===== src/hdl/dqk_pkg.sv =====
// Shared types and constants for the deque with key delete.
// No dependencies; every other file in hdl/ refers to it by scoped name.
package dqk_pkg;

    localparam int DEPTH_DEF = 64;
    localparam int KEY_W     = 32;
    localparam int OPC_W     = 3;
    localparam int STAT_W    = 2;

    typedef enum logic [OPC_W-1:0] {
        OP_INSERT    = 3'd0,
        OP_DEL_FIRST = 3'd1,
        OP_DEL_LAST  = 3'd2,
        OP_DEL_KEY   = 3'd3,
        OP_READ      = 3'd4
    } t_opcode;

    typedef enum logic [STAT_W-1:0] {
        ST_OK       = 2'd0,
        ST_EMPTY    = 2'd1,
        ST_FULL     = 2'd2,
        ST_NOTFOUND = 2'd3
    } t_status;

    // what a cell loads at the next edge
    typedef enum logic [1:0] {
        CELL_HOLD = 2'd0,
        CELL_PREV = 2'd1,
        CELL_NEXT = 2'd2,
        CELL_HEAD = 2'd3
    } t_cell_op;

    typedef enum logic {
        S_IDLE = 1'b0,
        S_READ = 1'b1
    } t_state;

endpackage


===== src/hdl/dqk_cell.sv =====
// One storage cell of the deque chain: holds a key, compares it, and loads
// from a neighbor, the head, or holds. Depends on dqk_pkg.
module dqk_cell (
    input  logic                              i_clk,
    input  dqk_pkg::t_cell_op                 i_op,
    input  logic signed [dqk_pkg::KEY_W-1:0]  i_prev,
    input  logic signed [dqk_pkg::KEY_W-1:0]  i_next,
    input  logic signed [dqk_pkg::KEY_W-1:0]  i_head,
    input  logic signed [dqk_pkg::KEY_W-1:0]  i_key,
    output logic signed [dqk_pkg::KEY_W-1:0]  o_value,
    output logic                              o_match
);

    logic signed [dqk_pkg::KEY_W-1:0] r_value;
    logic signed [dqk_pkg::KEY_W-1:0] n_value;

    always_comb begin
        unique case (i_op)
            dqk_pkg::CELL_HOLD: n_value = r_value;
            dqk_pkg::CELL_PREV: n_value = i_prev;
            dqk_pkg::CELL_NEXT: n_value = i_next;
            dqk_pkg::CELL_HEAD: n_value = i_head;
            default:            n_value = r_value;
        endcase
    end

    always_ff @(posedge i_clk) begin
        r_value <= n_value;
    end

    assign o_value = r_value;
    assign o_match = (r_value == i_key);

endmodule


===== config.mk =====
export PLATFORM = sky130hd
export DESIGN_NAME = dqk_cell
export DESIGN_NICKNAME = d
export VERILOG_FILES = /design/src/hdl/dqk_pkg.sv /design/src/hdl/dqk_cell.sv
export SDC_FILE = /design/constraint.sdc
export NUM_CORES = 1
export LEC_CHECK = 0
export BUFFER_PORTS_ARGS = -buffer_cell sky130_fd_sc_hd__buf_2
export CAP_MARGIN = 25
export CORE_MARGIN = 1.5
export CORE_UTILIZATION = 39
export CTS_CLUSTER_SIZE = 25
export DETAILED_ROUTE_END_ITERATION = 16
export PLACE_DENSITY = 0.8
export SLEW_MARGIN = 10
export SYNTH_ARGS = -nofsm -noshare
export SYNTH_HDL_FRONTEND = slang
export SYNTH_SLANG_ARGS = --single-unit

===== constraint.sdc =====
create_clock -name i_clk -period 2 [get_ports i_clk]
set_clock_uncertainty 0.2 [all_clocks]
set_input_delay 0.1 -clock i_clk [delete_from_list [all_inputs] [get_ports i_clk]]
set_output_delay 0.1 -clock i_clk [all_outputs]
set_load 0.01 [all_outputs]

### Yosys cells after proc, flatten, opt, wreduce, memory -nomap -nowiden

Cells that the tools add are included.

* equality and inequality tests: 4
* muxes and demuxes: 1
* reduce and logical (&&, ||, !) cells: 1

Operators by type and width (number)
* 32-bit one-hot mux with 3 select lines: 1
* 32-bit equality test: 1
* 2-bit equality test, second input constant: 2
* 2-bit by 1-bit equality test with 1-bit output, second input constant: 1
* 2-bit logical NOT: 1

* register bits: 32
* output and inout bits: 33
* logic and storage cells: 7

### Logic depth before layout (Yosys ltp)

* depth in word-level cells: 2
* depth in mapped cells: 4
* mapped depth without buffers: 4

### Worst setup path after synthesis

OpenSTA, ideal clock, no wires.

* path kind: input port to flip-flop
* start point: in i_op[0]
* end point: reg r_value (netlist bit o_value[0]) (enable)
* arrival time: 0.873 ns
* required time: 1.425 ns
* path slack: 0.552 ns
* cell stages on the path: 3
* path buffers: 2
* cells stage by stage: buf_4 -> buf_6 -> or2_2

* longest elaborated chain between the ends: 1

RTL lines
* start: declaration: line dqk_cell.sv:5 `input dqk_pkg::t_cell_op i_op,`
* 2-bit logical NOT: line dqk_cell.sv:18 `unique case (i_op)`
* end signal: assignment: line dqk_cell.sv:28 `r_value <= n_value;`
* end: declaration: line dqk_cell.sv:14 `logic signed [dqk_pkg::KEY_W-1:0] r_value;`

No other way between the ends.
A chain may end at the register's enable or synchronous reset.

### Worst setup path in the final report

* start point: reg r_value (netlist bit o_value[24])
* end point: out o_match

* longest elaborated chain between the ends: 1

RTL lines
* 32-bit equality test: line dqk_cell.sv:32 `assign o_match = (r_value == i_key);`
* end: declaration: line dqk_cell.sv:11 `output logic o_match`

No other way between the ends.

==> summary.txt <==
Placement
  – Total half-perimeter wirelength after legalization and detailed placement: 4430 µm
  – # placed instances: between 400 and 500
  – Number of port buffers: between 150 and 200
  – Placement-stage cell area: 2840 µm²
  – Routability cong.: just under 0.8

Pwr
  – Combinational fraction of design power: 0.288
  – Clock network fraction of total power: 0.244
  – Register share of total power: 0.468
  – P_int: about 1.4 mW
  – Leak: roughly 1.6 nW
  – Max rail drop VDD: 0.458 mV
  – Power dissipated by switching net loads: about 0.53 mW
  – Fraction of power spent switching nets: 0.281
  – Power per cell area: about 590 nW/µm²

Clocking
  – Number of buffers created by CTS: 5
  – Clock H-tree levels: 2
  – Clock-pin slew on the worst setup and hold paths: 0.07 ns
  – Clock tree from TritonCTS: yes
  – Number of buffers on the longest clock path: 2
  – Root Driver: clkbuf_8
  – Number of clock sinks: 32

Floorplan
  – Number of placement rows: 25
  – Total die area: 5530 µm²
  – Num ports: about 160
  – Die boundary width: between 70 and 80 µm
  – Chip height: ~74 µm
  – Standard cell core area: around 4800 µm²
  – Starting density of the core: 0.412

Routing
  – Final routed wire length divided by cell count: approximately 14 µm
  – Total Routed Length: just over 6000 µm
  – Final routed DRC violation total: 0
  – First DRT Iteration DRCs: between 70 and 80
  – First drt pass iteration count: 4
  – Routed via count divided by cell count: approximately 4.7
  – Via total after detailed routing: just over 2000
  – Count of nets left with antenna violations after detail routing: 0

Hold path
  – Start point of the worst hold path: i_prev[9]
  – Class of the most critical hold timing path: in -> reg

STA
  – Slew Limit Headroom: 0.503
  – Final Cycle Share: 0.943
  – Sum Neg Setup Slack: 0 ns
  – Smallest hold slack: -0.00298 ns
  – Setup repair after global routing missed its margin: no
  – Timing-limited maximum frequency: ~530 MHz
  – Count of final hold-check violations: 1
  – Setup-violating endpoint count in the final report: 0
  – Fin crit period: 1.89 ns
  – Count of pins over their slew limit: 0
  – Transition time of the tightest slew-check pin: approximately 0.75 ns

Logic synthesis
  – Syn Std Cell Area: between 1500 and 2000 µm²
  – Register area share after synthesis: 0.484
  – Post-synth cell types: 12
  – Total of warnings raised by yosys: 0
  – Syn avg cell area: ~11 µm²
  – Total of flip-flops plus latches after synthesis: 32
  – Synthesized instance count: about 180
  – Post-Synthesis Net Count: ~310

GRT
  – Global-route total usage across every layer: 0.217
  – Number of global-route vias before repair: 2067
  – Maximum number of pins on one net before global-route repair: 65
  – Overflow left after global routing: 0
  – Number of antenna violations at the first check in global routing: 0
  – First-pass GRT wire length: roughly 9000 µm

Final layout
  – Antenna fix cells: 0
  – Growth of design area from synthesis to finish: 62.5%
  – Number of nets at the end of the flow: ~500
  – Number of fillers in the final layout: approximately 410
  – Number of flip-flops under the largest register name: 32
  – Layout cells sized above 1: 0.473
  – Non-filler cells, final: between 400 and 500
  – Final design instance area without fill: 3230 µm²

Worst setup path
  – Largest incremental delay on the critical path: 0.41 ns
  – Setup crit start kind: flip-flop
  – Endpoint required time on the critical path: approximately 1.7 ns
  – Critical path cell sequence: xor2_1 -> nor4_2 -> nand4_1 -> nor2_1 -> buf_2
  – Data arrival at the endpoint of the critical path: 1.59 ns
  – Worst setup EP type: output port
  – Peak fanout along the critical path: 2
  – Family of cells with the greatest summed delay on the critical path: simple AND/OR/NAND/NOR gates
  – Launching element of the worst setup path: o_value[24]
  – Crit path buf inv count: 1
  – Critical Setup Path Class: reg -> out
  – Slowest cell on crit path: edfxtp_1

Flow run
  – Number of maximum-capacitance constraint violations: 0

Run status
  – Result of the run: finished, violations left
  – Violations in the final reports: negative hold slack
[cell usage in the layout (no fill, tap or decap)]
master | netlist | layout
buf_2 | 4 | 163
clkbuf_1 | 3 | 2
edfxtp_1 | 32 | 32
a21oi_1 | 32 | 32
buf_4 | 1 | 3
clkbuf_8 | 0 | 5
nor2_1 | 33 | 33
nor4_2 | 0 | 5
dlygate4sd3_1 | 0 | 28
nor4_1 | 8 | 3
mux2i_1 | 32 | 32
or2_2 | 1 | 1
clkinv_1 | 0 | 1
nand4_1 | 2 | 2
xor2_1 | 32 | 32
[timing repair]
| action | 4_1_cts | 5_1_grt |
|---|---|---|
| buffers inserted | 0 | 0 |
| hold buffers | 28 | 0 |
| endpoints found under the setup margin | 1 | 1 |
| gates resized for setup | 2 | 3 |
| pin swaps | 0 | 0 |
| endpoints found under the hold margin | 26 | 0 |
[area by class of cell]
| class | count | area [µm²] | share of cell area |
|---|---|---|---|
| clock inverters | 1 | 3.75 | 0.00116 |
| multi-input cells | 140 | 985 | 0.305 |
| flip-flops and latches | 32 | 961 | 0.298 |
| clock buffers | 7 | 76.3 | 0.0236 |
| repair buffers | 194 | 1120 | 0.347 |
| well taps | 67 | 83.8 | 0.0260 |
[synthesized netlist by cell type]
cell type  instances  share of area
buf_4              1         0.0038
xor2_1            32           0.14
edfxtp_1          32           0.48
a21oi_1           32          0.081
clkbuf_1           3         0.0057
or2_2              1         0.0032
buf_6              3          0.017
nand4_1            2         0.0063
mux2i_1           32           0.16
nor4_1             8          0.025
buf_2              4          0.010
nor2_1            33          0.062
[cell families after synthesis]
logic type                synth area share
AOI/OAI and AO/OA                   0.0806
xor gates and xnor gates             0.141
buffers and inverters               0.0365
DFF                                  0.484
muxes                                0.161
and+or+nand+nor                     0.0970
[per-stage QoR]
| step | setup slack (ns) | util | power, mW | hold WS, ns |
|---|---|---|---|---|
| after floorplan | 0.552 | - | 1.13 | 0.125 |
| after global placement | 0.262 | 0.589 | 1.37 | 0.224 |
| after detailed placement | 0.259 | 0.589 | 1.38 | 0.231 |
| after CTS | 0.00954 | 0.666 | 1.89 | 0.000724 |
| after global routing | 0.00200 | 0.670 | 2.00 | 0.00591 |
| final | 0.115 | 0.670 | 1.89 | -0.00298 |
[power groups by stage]
stage          Sequential [mW]  Combinational [mW]  Clock (mW)
5_1_grt                  0.894               0.596       0.507
3_5_place_dp             0.900               0.480           0
2_1_floorplan            0.937               0.197           0
4_1_cts                  0.886               0.532       0.475
3_3_place_gp             0.893               0.473           0
6_report                 0.885               0.545       0.461
[per-layer routing]
metal / global-route usage / vias up / wire [µm]
li1: - / 1037 / -
met4: 0.0667 / 0 / 49
met1: 0.217 / 928 / 2250
met3: 0.0501 / 6 / 409
met2: 0.437 / 92 / 3470
met5: 0 / - / 0
[path summary, 6_finish.rpt]
check	endpoint	slack, ns	depth (start not counted)
setup / recovery	o_match	0.11	5
hold / removal	o_value[9]	-0.003	3
No activity file was read; power rests on OpenSTA's default activity.
